[src/hw/rtl/kw_pkg.sv]
`default_nettype none

package kw_pkg;

   localparam int WIN_LEN   = 12;
   localparam int KEY_COUNT = 11;
   localparam int KEY_W     = 104;
   localparam int FIELD_W   = 24;
   localparam int HIT_W     = 10;
   localparam int PEND_W    = 3;
   localparam int CSR_IDX_W = 2;

   localparam int KEY_JS  = 1;
   localparam int KEY_AA  = 3;
   localparam int KEY_URI = 7;
   localparam int LIN_BIT = 10;

   localparam logic [CSR_IDX_W-1:0] CSR_WARN_LOW  = 2'd0;
   localparam logic [CSR_IDX_W-1:0] CSR_WARN_MID  = 2'd1;
   localparam logic [CSR_IDX_W-1:0] CSR_WARN_HIGH = 2'd2;

   localparam logic [FIELD_W-1:0] WARN_LOW_RESET  = 24'd300;
   localparam logic [FIELD_W-1:0] WARN_MID_RESET  = 24'd800;
   localparam logic [FIELD_W-1:0] WARN_HIGH_RESET = 24'd1500;

   localparam logic [3:0] STREAM_LEN    = 4'd6;
   localparam logic [3:0] ENDSTREAM_LEN = 4'd9;
   localparam logic [3:0] WORD_LEN_MAX  = 4'd15;

   localparam logic [1:0] LEVEL_NONE = 2'd0;
   localparam logic [1:0] LEVEL_LOW  = 2'd1;
   localparam logic [1:0] LEVEL_MID  = 2'd2;
   localparam logic [1:0] LEVEL_HIGH = 2'd3;

   // keyword text right aligned, last character in the low byte
   localparam logic [KEY_W-1:0] KEY_TEXT [KEY_COUNT] = '{
      "/javascript", "/js", "/openaction", "/aa", "/launch",
      "/embeddedfile", "/filespec", "/uri", "/richmedia", "/xfa",
      "/linearized"
   };
   localparam int KEY_LEN [KEY_COUNT] = '{11, 3, 11, 3, 7, 13, 9, 4, 10, 4, 11};

   localparam logic [KEY_COUNT-1:0] SHORT_MASK =
      (KEY_COUNT'(1) << KEY_JS) | (KEY_COUNT'(1) << KEY_AA) | (KEY_COUNT'(1) << KEY_URI);

   typedef struct packed {
      logic [1:0]         pad;
      logic [1:0]         stream_level;
      logic               count_differ;
      logic [FIELD_W-1:0] endstream_count;
      logic [FIELD_W-1:0] stream_count;
      logic               linearized_seen;
      logic [HIT_W-1:0]   pattern_hits;
   } result_type;

   function automatic logic [7:0] fold_case(input logic [7:0] c);
      logic [7:0] r;
      r = c;
      if (c >= 8'h41 && c <= 8'h5A) begin
         r = c + 8'd32;
      end
      return r;
   endfunction

   function automatic logic is_ws(input logic [7:0] c);
      logic r;
      case (c) inside
         8'h20, 8'h09, 8'h0D, 8'h0A, 8'h0C, 8'h00: r = 1'b1;
         default: r = 1'b0;
      endcase
      return r;
   endfunction

   function automatic logic is_delim(input logic [7:0] c);
      logic r;
      case (c) inside
         8'h28, 8'h29, 8'h3C, 8'h3E, 8'h5B, 8'h5D, 8'h7B, 8'h7D, 8'h2F, 8'h25: r = 1'b1;
         default: r = is_ws(c);
      endcase
      return r;
   endfunction

   function automatic logic [KEY_COUNT-1:0] pend_to_hits(input logic [PEND_W-1:0] p);
      logic [KEY_COUNT-1:0] r;
      r = '0;
      r[KEY_JS]  = p[0];
      r[KEY_AA]  = p[1];
      r[KEY_URI] = p[2];
      return r;
   endfunction

   function automatic logic [7:0] stream_char(input logic [3:0] p);
      logic [7:0] r;
      case (p)
         4'd0: r = "s";
         4'd1: r = "t";
         4'd2: r = "r";
         4'd3: r = "e";
         4'd4: r = "a";
         4'd5: r = "m";
         default: r = 8'h00;
      endcase
      return r;
   endfunction

   function automatic logic [7:0] endstream_char(input logic [3:0] p);
      logic [7:0] r;
      case (p)
         4'd0: r = "e";
         4'd1: r = "n";
         4'd2: r = "d";
         4'd3: r = "s";
         4'd4: r = "t";
         4'd5: r = "r";
         4'd6: r = "e";
         4'd7: r = "a";
         4'd8: r = "m";
         default: r = 8'h00;
      endcase
      return r;
   endfunction

endpackage

`default_nettype wire

[src/hw/rtl/kw_cell.sv]
`default_nettype none

module kw_cell (
   input  wire logic                                     clock,
   input  wire logic                                     reset,
   input  wire logic                                     advance,
   input  wire logic                                     clear,
   input  wire logic [7:0]                               in_byte,
   input  wire logic [kw_pkg::KEY_COUNT-1:0][7:0]        key_chars,
   input  wire logic [kw_pkg::KEY_COUNT-1:0]             key_care,
   output logic      [7:0]                               out_byte,
   output logic      [kw_pkg::KEY_COUNT-1:0]             eq
);

   logic [7:0] byte_ff;
   logic [7:0] byte_in;

   always_comb begin
      for (int i = 0; i < kw_pkg::KEY_COUNT; i++) begin
         eq[i] = !key_care[i] || (in_byte == key_chars[i]);
      end
   end

   always_comb begin
      byte_in = byte_ff;
      if (clear) begin
         byte_in = 8'h00;
      end else if (advance) begin
         byte_in = in_byte;
      end
   end

   always_ff @(posedge clock) begin
      if (reset) begin
         byte_ff <= 8'h00;
      end else begin
         byte_ff <= byte_in;
      end
   end

   assign out_byte = byte_ff;

endmodule

`default_nettype wire

[src/hw/rtl/kw_word.sv]
`default_nettype none

module kw_word #(
   parameter int COUNT_WIDTH = 24
) (
   input  wire logic                   clock,
   input  wire logic                   reset,
   input  wire logic                   advance,
   input  wire logic                   last,
   input  wire logic [7:0]             byte_folded,
   output logic      [COUNT_WIDTH-1:0] stream_total,
   output logic      [COUNT_WIDTH-1:0] endstream_total
);

   logic [3:0]             len_ff, len_in;
   logic                   is_s_ff, is_s_in;
   logic                   is_e_ff, is_e_in;
   logic [COUNT_WIDTH-1:0] scount_ff, scount_in;
   logic [COUNT_WIDTH-1:0] ecount_ff, ecount_in;

   logic       ws;
   logic       new_s, new_e;
   logic [3:0] new_len;
   logic       s_inc, e_inc;

   always_comb begin
      ws      = kw_pkg::is_ws(byte_folded);
      new_s   = is_s_ff && (len_ff < kw_pkg::STREAM_LEN)
                && (byte_folded == kw_pkg::stream_char(len_ff));
      new_e   = is_e_ff && (len_ff < kw_pkg::ENDSTREAM_LEN)
                && (byte_folded == kw_pkg::endstream_char(len_ff));
      new_len = (len_ff == kw_pkg::WORD_LEN_MAX) ? len_ff : len_ff + 4'd1;
      if (ws) begin
         s_inc = is_s_ff && (len_ff == kw_pkg::STREAM_LEN);
         e_inc = is_e_ff && (len_ff == kw_pkg::ENDSTREAM_LEN);
      end else begin
         s_inc = last && new_s && (new_len == kw_pkg::STREAM_LEN);
         e_inc = last && new_e && (new_len == kw_pkg::ENDSTREAM_LEN);
      end
      stream_total    = scount_ff + COUNT_WIDTH'(s_inc && !(&scount_ff));
      endstream_total = ecount_ff + COUNT_WIDTH'(e_inc && !(&ecount_ff));
   end

   always_comb begin
      len_in    = len_ff;
      is_s_in   = is_s_ff;
      is_e_in   = is_e_ff;
      scount_in = scount_ff;
      ecount_in = ecount_ff;
      if (advance) begin
         if (last) begin
            len_in    = 4'd0;
            is_s_in   = 1'b1;
            is_e_in   = 1'b1;
            scount_in = '0;
            ecount_in = '0;
         end else if (ws) begin
            len_in    = 4'd0;
            is_s_in   = 1'b1;
            is_e_in   = 1'b1;
            scount_in = stream_total;
            ecount_in = endstream_total;
         end else begin
            len_in  = new_len;
            is_s_in = new_s;
            is_e_in = new_e;
         end
      end
   end

   always_ff @(posedge clock) begin
      if (reset) begin
         len_ff    <= 4'd0;
         is_s_ff   <= 1'b1;
         is_e_ff   <= 1'b1;
         scount_ff <= '0;
         ecount_ff <= '0;
      end else begin
         len_ff    <= len_in;
         is_s_ff   <= is_s_in;
         is_e_ff   <= is_e_in;
         scount_ff <= scount_in;
         ecount_ff <= ecount_in;
      end
   end

endmodule

`default_nettype wire

[src/hw/rtl/pdf_keyword_scanner_top.sv]
`default_nettype none

// keyword scanner for pdf byte buffers
// req channel: one file byte per item in req_tdata, req_tlast on the final byte
//   of a buffer. letters match without regard to case.
// rsp channel: one item per buffer, issued for the item that carries req_tlast:
//   keyword hit mask, /linearized flag, whole-word stream and endstream counts
//   (saturating), their mismatch flag and a stream count level from warn_low,
//   warn_mid and warn_high. after that item all scan state starts over.
// csr channel: csr_index 0..2 selects warn_low, warn_mid, warn_high; always ready.
// throughput: one byte per clock unless a pending result stalls the input,
//   through a row of twelve byte cells that shift the window and compare
//   the byte entering each cell against the keyword characters of its position.
// latency: the result is valid in the cycle after the final byte is taken.
// stall: the result waits in the output register; a new byte is taken while
//   rsp_tready is high or no result is pending.
// reset: thresholds return to 300, 800 and 1500, window, word state, hits and
//   counts clear, no result is pending.

module pdf_keyword_scanner_top #(
   parameter int COUNT_WIDTH = 24
) (
   input  wire logic                              clock,
   input  wire logic                              reset,
   input  wire logic                              req_tvalid,
   output logic                                   req_tready,
   input  wire logic [7:0]                        req_tdata,   // byte_value
   input  wire logic                              req_tlast,   // last_byte
   output logic                                   rsp_tvalid,
   input  wire logic                              rsp_tready,
   // pattern_hits[9:0], linearized_seen, stream_count[23:0],
   // endstream_count[23:0], count_differ, stream_level[1:0], zero pad
   output logic      [63:0]                       rsp_tdata,
   input  wire logic                              csr_valid,
   output logic                                   csr_ready,
   input  wire logic [kw_pkg::CSR_IDX_W-1:0]      csr_index,
   input  wire logic [kw_pkg::FIELD_W-1:0]        csr_data
);

   localparam int CMP_W = (COUNT_WIDTH > kw_pkg::FIELD_W) ? COUNT_WIDTH : kw_pkg::FIELD_W;
   localparam int NK    = kw_pkg::KEY_COUNT;
   localparam int NW    = kw_pkg::WIN_LEN;

   logic [kw_pkg::FIELD_W-1:0] warn_low_ff, warn_low_in;
   logic [kw_pkg::FIELD_W-1:0] warn_mid_ff, warn_mid_in;
   logic [kw_pkg::FIELD_W-1:0] warn_high_ff, warn_high_in;

   logic [NK-1:0]                 hit_ff, hit_in;
   logic [kw_pkg::PEND_W-1:0]     pend_ff, pend_in;
   kw_pkg::result_type            rsp_ff, rsp_in;
   logic                          rsp_valid_ff, rsp_valid_in;

   logic                          accept;
   logic                          clear;
   logic [7:0]                    folded;
   logic [7:0]                    chain [NW+1];
   logic [NK-1:0]                 eq [NW+1];
   logic [NK-1:0][7:0]            cell_chars [NW+1];
   logic [NK-1:0]                 cell_care [NW+1];
   logic [NK-1:0]                 match;
   logic [kw_pkg::PEND_W-1:0]     new_pend;
   logic [NK-1:0]                 hits_now;
   logic [NK-1:0]                 hits_final;
   logic [COUNT_WIDTH-1:0]        stream_total, endstream_total;
   logic [CMP_W-1:0]              s_wide, e_wide;
   logic [1:0]                    level;

   assign accept     = req_tvalid && req_tready;
   assign clear      = accept && req_tlast;
   assign req_tready = !rsp_valid_ff || rsp_tready;
   assign csr_ready  = 1'b1;
   assign folded     = kw_pkg::fold_case(req_tdata);
   assign chain[0]   = folded;

   // window cells, cell d compares the byte d positions back from the newest
   for (genvar d = 0; d <= NW; d++) begin : g_key
      for (genvar i = 0; i < NK; i++) begin : g_chr
         assign cell_chars[d][i] = kw_pkg::KEY_TEXT[i][8*d +: 8];
         assign cell_care[d][i]  = (d < kw_pkg::KEY_LEN[i]);
      end
   end

   for (genvar d = 0; d < NW; d++) begin : g_cell
      kw_cell u_cell (
         .clock     (clock),
         .reset     (reset),
         .advance   (accept),
         .clear     (clear),
         .in_byte   (chain[d]),
         .key_chars (cell_chars[d]),
         .key_care  (cell_care[d]),
         .out_byte  (chain[d+1]),
         .eq        (eq[d])
      );
   end

   for (genvar i = 0; i < NK; i++) begin : g_oldest
      assign eq[NW][i] = !cell_care[NW][i] || (chain[NW] == cell_chars[NW][i]);
   end

   always_comb begin
      match = '1;
      for (int d = 0; d <= NW; d++) begin
         match = match & eq[d];
      end
   end

   kw_word #(
      .COUNT_WIDTH (COUNT_WIDTH)
   ) u_word (
      .clock           (clock),
      .reset           (reset),
      .advance         (accept),
      .last            (req_tlast),
      .byte_folded     (folded),
      .stream_total    (stream_total),
      .endstream_total (endstream_total)
   );

   always_comb begin
      new_pend = {match[kw_pkg::KEY_URI], match[kw_pkg::KEY_AA], match[kw_pkg::KEY_JS]};
      hits_now = hit_ff | (match & ~kw_pkg::SHORT_MASK);
      if (kw_pkg::is_delim(req_tdata)) begin
         hits_now = hits_now | kw_pkg::pend_to_hits(pend_ff);
      end
      hits_final = hits_now | kw_pkg::pend_to_hits(new_pend);
      s_wide     = CMP_W'(stream_total);
      e_wide     = CMP_W'(endstream_total);
      if (s_wide >= CMP_W'(warn_high_ff)) begin
         level = kw_pkg::LEVEL_HIGH;
      end else if (s_wide >= CMP_W'(warn_mid_ff)) begin
         level = kw_pkg::LEVEL_MID;
      end else if (s_wide >= CMP_W'(warn_low_ff)) begin
         level = kw_pkg::LEVEL_LOW;
      end else begin
         level = kw_pkg::LEVEL_NONE;
      end
   end

   always_comb begin
      hit_in  = hit_ff;
      pend_in = pend_ff;
      if (accept) begin
         if (req_tlast) begin
            hit_in  = '0;
            pend_in = '0;
         end else begin
            hit_in  = hits_now;
            pend_in = new_pend;
         end
      end
   end

   always_comb begin
      rsp_in                 = rsp_ff;
      rsp_valid_in           = rsp_valid_ff;
      if (clear) begin
         rsp_in.pad             = 2'b00;
         rsp_in.pattern_hits    = hits_final[kw_pkg::HIT_W-1:0];
         rsp_in.linearized_seen = hits_final[kw_pkg::LIN_BIT];
         rsp_in.stream_count    = s_wide[kw_pkg::FIELD_W-1:0];
         rsp_in.endstream_count = e_wide[kw_pkg::FIELD_W-1:0];
         rsp_in.count_differ    = (stream_total != endstream_total);
         rsp_in.stream_level    = level;
         rsp_valid_in           = 1'b1;
      end else if (rsp_tready) begin
         rsp_valid_in           = 1'b0;
      end
   end

   always_comb begin
      warn_low_in  = warn_low_ff;
      warn_mid_in  = warn_mid_ff;
      warn_high_in = warn_high_ff;
      if (csr_valid) begin
         unique case (csr_index)
            kw_pkg::CSR_WARN_LOW:  warn_low_in  = csr_data;
            kw_pkg::CSR_WARN_MID:  warn_mid_in  = csr_data;
            kw_pkg::CSR_WARN_HIGH: warn_high_in = csr_data;
            default: ;
         endcase
      end
   end

   always_ff @(posedge clock) begin
      if (reset) begin
         warn_low_ff  <= kw_pkg::WARN_LOW_RESET;
         warn_mid_ff  <= kw_pkg::WARN_MID_RESET;
         warn_high_ff <= kw_pkg::WARN_HIGH_RESET;
         hit_ff       <= '0;
         pend_ff      <= '0;
         rsp_valid_ff <= 1'b0;
      end else begin
         warn_low_ff  <= warn_low_in;
         warn_mid_ff  <= warn_mid_in;
         warn_high_ff <= warn_high_in;
         hit_ff       <= hit_in;
         pend_ff      <= pend_in;
         rsp_valid_ff <= rsp_valid_in;
      end
   end

   always_ff @(posedge clock) begin
      rsp_ff <= rsp_in;
   end

   assign rsp_tvalid = rsp_valid_ff;
   assign rsp_tdata  = rsp_ff;

endmodule

`default_nettype wire

[config.mk]
export PLATFORM = sky130hd
export DESIGN_NAME = pdf_keyword_scanner_top
export DESIGN_NICKNAME = d
export VERILOG_FILES = /design/src/hw/rtl/kw_pkg.sv /design/src/hw/rtl/kw_cell.sv /design/src/hw/rtl/kw_word.sv /design/src/hw/rtl/pdf_keyword_scanner_top.sv
export SDC_FILE = /design/constraint.sdc
export NUM_CORES = 1
export LEC_CHECK = 0
export BUFFER_PORTS_ARGS = -buffer_cell sky130_fd_sc_hd__buf_2
export CELL_PAD_IN_SITES_DETAIL_PLACEMENT = 1
export CELL_PAD_IN_SITES_GLOBAL_PLACEMENT = 2
export CORE_MARGIN = 4
export CORE_UTILIZATION = 37
export CTS_CLUSTER_DIAMETER = 200
export DETAILED_ROUTE_END_ITERATION = 10
export HOLD_SLACK_MARGIN = 0.15
export PLACE_DENSITY = 0.75
export SETUP_SLACK_MARGIN = 0.4
export SLEW_MARGIN = 20
export SYNTH_ARGS = -nofsm -noshare
export SYNTH_HDL_FRONTEND = slang
export SYNTH_SLANG_ARGS = --single-unit
export TNS_END_PERCENT = 100
[constraint.sdc]
create_clock -name clock -period 6 [get_ports clock]
set_input_delay 0 -clock clock [delete_from_list [all_inputs] [get_ports clock]]
set_output_delay 0 -clock clock [all_outputs]
set_load 0.03 [all_outputs]
== After elaboration in Yosys (flattened, before gate mapping) ==
Memories as Yosys holds them, arrays and structs flattened. A register that Yosys moved wholly into a read port is not among the register bits.
Cells that the tools add are included.

* $add $sub $neg: 4
* Order comparisons: 7
* Equality and inequality tests: 109
* Muxes and demuxes: 27
* Bitwise gates (word level): 15
* Reductions and logical operators: 36

{| class="wikitable"
|+ Operators with widths
! cell !! count
|-
| $eq A8 B7 Y1 const B || 71
|-
| $and A11 B11 Y11 || 12
|-
| $eq A8 B6 Y1 const B || 15
|-
| $mux W24 || 4
|-
| $ge A24 B24 Y1 || 3
|-
| $eq A8 B4 Y1 const B || 8
|-
| $add A24 B1 Y24 || 2
|-
| $reduce_and A24 Y1 || 2
|-
| $pmux W7 S6 || 1
|-
| $ne A24 B24 Y1 || 1
|-
| $mux W11 || 2
|-
| $or A11 B8 Y11 || 2
|-
| $mux W4 || 5
|-
| $eq A4 B3 Y1 const B || 4
|-
| $logic_not A8 Y1 || 2
|-
| $logic_and A1 B1 Y1 || 15
|-
| $mux W1 || 13
|-
| $eq A4 B4 Y1 const B || 3
|-
| $reduce_or A6 Y1 || 2
|-
| $or A11 B11 Y11 || 1
|-
| $reduce_or A10 Y1 || 1
|-
| $add A8 B6 Y8 const B || 1
|-
| $eq A4 B2 Y1 const B || 2
|-
| $eq A8 B7 Y1 || 1
|-
| 18 further kinds || 25
|}

* Register bits: 299
* ROM bits: 112
* Input bits: 40
* Output and inout bits: 67
* Logic and storage cells: 229
* Memories kept: 1

{| class="wikitable"
|+ Memories
! memory !! words !! width !! rd ports !! clocked after Yosys merged registers in !! write ports !! RTL line !! text
|-
| (name not given) || 16 || 7 || 1 || 1 || 0 || kw_pkg.sv:108 || <nowiki>case (p)</nowiki>
|}

== Logic depth before layout (Yosys ltp) ==
* Word-level depth: 20
* Depth in mapped cells: 25
* Gate-level depth less buffers: 24

== Cells and area by module ==
Synthesis repeated with hierarchy kept, for this count alone.

* Cells, all modules: 3132
* Area, all modules: 27370.0 µm²

{| class="wikitable"
|+ By module, submodules not included
! module !! instances !! cells an instance !! area an instance (µm²) !! seq. area each (µm²)
|-
| kw_cell || 12 || 156 || 1338.8 || 160.2
|-
| pdf_keyword_scanner_top || 1 || 776 || 7419.6 || 3603.5
|-
| kw_word || 1 || 484 || 3885.0 || 1201.2
|}

== Worst setup path after synthesis ==
Ideal clock, no wire load.

* Kind: register to register
* Start point: register u_word.len_ff[0]
* End point: register rsp_ff, in the netlist rsp_tdata[61], data pin
* Setup time: 0.259 ns
* Data arrival time: 4.823 ns
* Required time: 5.741 ns
* Slack: 0.918 ns
* Stages on the path, launching flop included: 25
* Path buffers: 2
* Period minus slack after synthesis: 5.082 ns
* Path through: dfxtp_1 > inv_1 > ha_1 > nor2_1 > nor2_1 > xor2_1 > nor4b_1 > nand4_1 > nor2_1 > a32oi_1 > a21oi_1 > ha_1 > nand3_2 > or4_1 > buf_2 > or2_0 > buf_2 > xnor2_1 > ha_1 > a21o_1 > a21o_1 > a221o_1 > o311ai_0 > o211ai_1 > a211o_1

* Cells in the longest elaborated chain, start to end: 11

{| class="wikitable"
|+ RTL lines
! item !! RTL line !! text
|-
| from (decl) || kw_word.sv:15 || <nowiki>logic [3:0] len_ff, len_in;</nowiki>
|-
| from (signal assigned) || kw_word.sv:79 || <nowiki>len_ff <= len_in;</nowiki>
|-
| $eq A4 B3 Y1 (tied with other cells) || kw_pkg.sv:94 || <nowiki>case (p)</nowiki>
|-
| $pmux W7 S6 || kw_pkg.sv:94 ||
|-
| $eq A8 B7 Y1 || kw_word.sv:29 || <nowiki>&& (byte_folded == kw_pkg::stream_char(len_ff));</nowiki>
|-
| $logic_and A1 B1 Y1 || kw_word.sv:29 ||
|-
| $logic_and A1 B1 Y1 (2 in series) || kw_word.sv:37 || <nowiki>s_inc = last && new_s && (new_len == kw_pkg::STREAM_LEN);</nowiki>
|-
| $mux W1 * || kw_word.sv:33 || <nowiki>if (ws) begin</nowiki>
|-
| $logic_and A1 B1 Y1 * || kw_word.sv:40 || <nowiki>stream_total = scount_ff + COUNT_WIDTH'(s_inc && !(&scount_ff));</nowiki>
|-
| $add A24 B1 Y24 * || kw_word.sv:40 ||
|-
| net s_wide[17] || pdf_keyword_scanner_top.sv:65 || <nowiki>logic [CMP_W-1:0] s_wide, e_wide;</nowiki>
|-
| $ge A24 B24 Y1 (on tied branches) || pdf_keyword_scanner_top.sv:129, pdf_keyword_scanner_top.sv:131 ||
|-
| $reduce_or A2 Y1 (no line) * || n/a ||
|-
| to (signal assigned) || pdf_keyword_scanner_top.sv:204 || <nowiki>rsp_ff <= rsp_in;</nowiki>
|-
| to (decl) || pdf_keyword_scanner_top.sv:50 || <nowiki>kw_pkg::result_type rsp_ff, rsp_in;</nowiki>
|}

Mark *: on every way through the listed nets, which the timed path passes. The rest lies on a longest branch.
A chain may end at the register's enable or synchronous reset.

== Final worst setup path ==
* Start point: input req_tdata[0]
* End point: register rsp_ff, in the netlist rsp_tdata[59], data pin

* Cells in the longest elaborated chain, start to end: 11

{| class="wikitable"
|+ RTL lines
! item !! RTL line !! text
|-
| from (decl) || pdf_keyword_scanner_top.sv:27 || <nowiki>input wire logic [7:0] req_tdata,</nowiki>
|-
| $ge A8 B7 Y1 or $le A8 B7 Y1 (tied branches) || kw_pkg.sv:59 || <nowiki>if (c >= 8'h41 && c <= 8'h5A) begin</nowiki>
|-
| $logic_and A1 B1 Y1 || kw_pkg.sv:59 ||
|-
| $mux W8 * || kw_pkg.sv:59 ||
|-
| parallel branches: the longest is 4 deep, another holds $eq A8 B4 Y1 || n/a ||
|-
| $mux W1 * || kw_word.sv:33 ||
|-
| $logic_and A1 B1 Y1 * || kw_word.sv:41 || <nowiki>endstream_total = ecount_ff + COUNT_WIDTH'(e_inc && !(&ecount_ff));</nowiki>
|-
| $add A24 B1 Y24 * || kw_word.sv:41 ||
|-
| net e_wide[18] || pdf_keyword_scanner_top.sv:65 ||
|-
| $ne A24 B24 Y1 * || pdf_keyword_scanner_top.sv:163 || <nowiki>rsp_in.count_differ = (stream_total != endstream_total);</nowiki>
|}

Mark *: on every way through the listed nets, which the timed path passes.

==> impl_metrics.tcl <==
set metrics [dict create \
    crit_arrival_ns 5.58 \
    fin_cells 2462 \
    num_rows 73 \
    drc 0 \
    rr_startpoint "u_word.len_ff[1]" \
    cp_slowest_cell "dlygate4sd3_1" \
    report.final.slew_viol_count 0 \
    min-delay-start "rsp_tready" \
    ff2ff_path_depth 21 \
    crit_type "primary input to flip-flop" \
    antenna_found_initial 0 \
    clkTransAtPathRegs_ns 0.06 \
    crit_chain "dlygate4sd3_1, buf_2, nor4_4, or3b_4, a41o_1, and2_1, buf_4, or4_1, a21oi_2, ha_1, ha_1, nand4_1, nor3_1, buf_4, nand3_1, xnor2_1, xnor2_1, nand4_1, or4_1" \
    die_x_um 210 \
    final.period_utilization 0.881 \
    final_layout_size_suffix_gt1_frac 0.130 \
    leakagePower_nw 6.88 \
    num_vias 13195 \
    ant_nets 0 \
    synthMuxAreaShare 0.00283 \
    synth_compound_area_frac 0.145 \
    ios 107 \
    ir_drop_uv 179 \
    gp_congestion 0.892 \
    slew_headroom 0.259 \
    cts_tree "built" \
    power.density_mw_per_mm2 266 \
    final.setup_skew_ns 0.0261 \
    hpwl_mm 34.2 \
    start_kind "primary input" \
    initial_core_util 0.376 \
    grt_setup_unrepaired "no" \
    grt_overflow 0 \
    setup-violations-final 0 \
    grt_usage 0.217 \
    cts_buffers 37 \
    yosys.area_share.xor_xnor 0.0476 \
    yosys.area_share.simple 0.238 \
    port_buffers 103 \
    num_antenna_cells 0 \
    wl_per_cell_um 19.8 \
    synth_fa_ha_area_frac 0.0715 \
    drtPass1Iterations 5 \
    die_area_mm2 0.0440 \
    clock-sinks 305 \
    post_synth.cell_area_avg_um2 8.55 \
    synth_edf_count 62 \
    finalSetupTns_ns 0 \
    die_h_um 210 \
    fin_crit_ns 5.29 \
    finalHoldViolCount 0 \
    hold_end "pend_ff[0]" \
    ctsHtreeMaxLevel 2 \
    post_cts_buffers 0 \
    tightest_slew_ns 1.11 \
    holdPathStages 6 \
    drt_wl_total_mm 48.8 \
    area_growth_pct 19.9 \
    grt_max_degree 101 \
    slowest_delay_ns 0.55 \
    synthArstFlopShare 0 \
    endpoint_kind "flip-flop" \
    ys_top_cells_by_area "dfxtp_1, edfxtp_1, nand2_1" \
    via_per_inst 5.36 \
    yosysTopAreaCell "dfxtp_1" \
    synth_top_family_by_area "simple AND/OR/NAND/NOR gates" \
    yosysUniqueCellTypes 81 \
    path_max_fanout 9 \
    cap_viol_max_count 0 \
    synthCells 1760 \
    ys.flop_type "dfxtp_1" \
    cts-root-buf "clkbuf_16" \
    syn-cell-area_mm2 0.0150 \
    ys_seq_elements 305 \
    dpl.cell_count 2340 \
    design.final.nets 2034 \
    clock_latency_ns 0.56 \
    hold_class "primary input to flip-flop" \
    status "completed" \
    critical_path_required_ns 6.30 \
    max_freq_ghz 0.189 \
    drtIter0Drc 739 \
    yosysSeqAreaShare 0.447 \
    reg2reg_slack_ns 0.78 \
    regToRegEndpoint "rsp_tdata[61]" \
    ys.warnings.count 0 \
    grt_pass1_vias 13194 \
    cts_max_path_buffers 3 \
    core_area_mm2 0.0400 \
    netlist.area_leader.share 0.323 \
    grt_pass1_wl_mm 76.0 \
]
==> critical path, delay by kind of cell <==
family | cells | cell delay (ns)
buffers and inverters | 4 | 1.10
and+or+nand+nor | 9 | 2.61
AOI/OAI and AO/OA | 2 | 0.65
adders and majority gates | 2 | 0.65
xor gates and xnor gates | 2 | 0.57
==> cells by family after synthesis <==
| kind of cell | Yosys count |
|---|---|
| xor gates and xnor gates | 80 |
| DFF | 305 |
| AOI/OAI and AO/OA | 355 |
| buffers and inverters | 182 |
| other | 2 |
| muxes | 4 |
| and+or+nand+nor | 746 |
| adders and majority gates | 86 |
==> repair_timing <==
| item | in CTS | in global routing |
|---|---|---|
| endpoints found under the hold margin | 145 | 0 |
| resized for setup | 3 | 20 |
| pin swaps | 0 | 2 |
| endpoints found under the setup margin | 2 | 3 |
| hold buffers | 54 | 0 |
==> how the worst max path moves through the flow <==
| stage | startpoint | endpoint | depth (start not counted) |
|---|---|---|---|
| CTS | u_word.len_ff[0] | rsp_tdata[61] | 22 |
| detailed placement | u_word.len_ff[0] | rsp_tdata[61] | 22 |
| global route | u_word.len_ff[1] | rsp_tdata[61] | 22 |
| finish | req_tdata[0] | rsp_tdata[59] | 19 |
| global placement | u_word.len_ff[1] | rsp_tdata[61] | 21 |
| floorplan | u_word.len_ff[0] | rsp_tdata[61] | 24 |
==> metal layers <==
metal / GRT usage / wire (um) / vias up
met5: 0 / 0 / -
met4: 0.0443 / 707 / 0
met3: 0.0347 / 2000 / 52
met2: 0.332 / 21500 / 248
met1: 0.324 / 24600 / 6492
li1: - / - / 6403
==> Yosys cell counts (15+ instances only) <==
| master | count |
|---|---|
| nand2_1 | 375 |
| nand3_1 | 30 |
| a211o_1 | 15 |
| nor2_1 | 111 |
| nand4_1 | 45 |
| nor3_1 | 26 |
| clkbuf_1 | 73 |
| inv_1 | 89 |
| edfxtp_1 | 62 |
| a22oi_1 | 27 |
| a21oi_1 | 190 |
| ha_1 | 86 |
| o21ai_0 | 36 |
| and3_1 | 19 |
| a21o_1 | 22 |
| xnor2_1 | 43 |
| nor2b_1 | 18 |
| nand3b_1 | 21 |
| nand2b_1 | 16 |
| dfxtp_1 | 243 |
| xor2_1 | 35 |
==> cell type report <==
class	instances	area [um^2]
Multi-Input combinational cell	1274	7710
Inverter	89	334
Fill cell	4720	22000
Clock buffer	48	1070
Tap cell	525	657
Timing Repair Buffer	201	1390
Sequential cell	305	6730
Clock inverter	20	159
==> through the flow <==
| step | utilization | hold WS [ns] | cell area (um^2) | total power [W] | setup WS (ns) |
|---|---|---|---|---|---|
| floorplan | - | 0.118 | 15100 | 0.00242 | 0.918 |
| global placement | 0.405 | 0.242 | 16200 | 0.00254 | 0.405 |
| detailed placement | 0.405 | 0.252 | 16200 | 0.00254 | 0.287 |
| CTS | 0.449 | 0.153 | 18000 | 0.00486 | 0.409 |
| global route | 0.451 | 0.209 | 18000 | 0.00500 | 0.402 |
| finish | 0.451 | 0.187 | 18000 | 0.00479 | 0.712 |
==> sequential cells by signal, summed over array words and instances, names as in the netlist, named ones only <==
| name | cells |
|---|---|
| u_word.len_ff | 4 |
| u_word.ecount_ff | 24 |
| hit_ff | 11 |
| u_word.is_s_ff | 1 |
| warn_low_ff | 24 |
| rsp_tdata | 62 |
| u_word.scount_ff | 24 |
| u_word.is_e_ff | 1 |
| g_cell.u_cell.out_byte | 96 |
| pend_ff | 3 |
| warn_mid_ff | 24 |
| rsp_tvalid | 1 |
| warn_high_ff | 24 |
==> power breakdown <==
| group | switching (W) | total [W] | internal [W] |
|---|---|---|---|
| Clock | 0.000918 | 0.00227 | 0.00135 |
| Sequential | 0.0000252 | 0.00216 | 0.00213 |
| Combinational | 0.000248 | 0.000364 | 0.000115 |
==> cell usage in the layout (no fill, tap or decap), types with 5 or more instances in the layout <==
cell type        n
nor4_1          13
a21o_1          22
ha_2             6
nor2b_1         18
a211o_1         15
inv_1           88
o21ai_0         36
nor4b_1          9
a22o_1           7
xor2_1          35
nand3b_1        21
nand4_1         45
clkbuf_16       40
or4_1            6
clkinv_2         9
nor3_1          24
xnor2_1         42
dlygate4sd3_1   54
nand2_1        374
nor3b_1          7
buf_2          102
nand2b_1        16
nand3_1         30
nor2_1         110
a22oi_1         27
a21oi_1        188
and3_1          19
clkinv_1         5
o21a_1           7
edfxtp_1        62
a211oi_1         7
buf_4           45
and2_1           6
a31oi_1          7
nand4b_1         8
ha_1            80
dfxtp_1        243
Power figures use the tool's default switching activity.
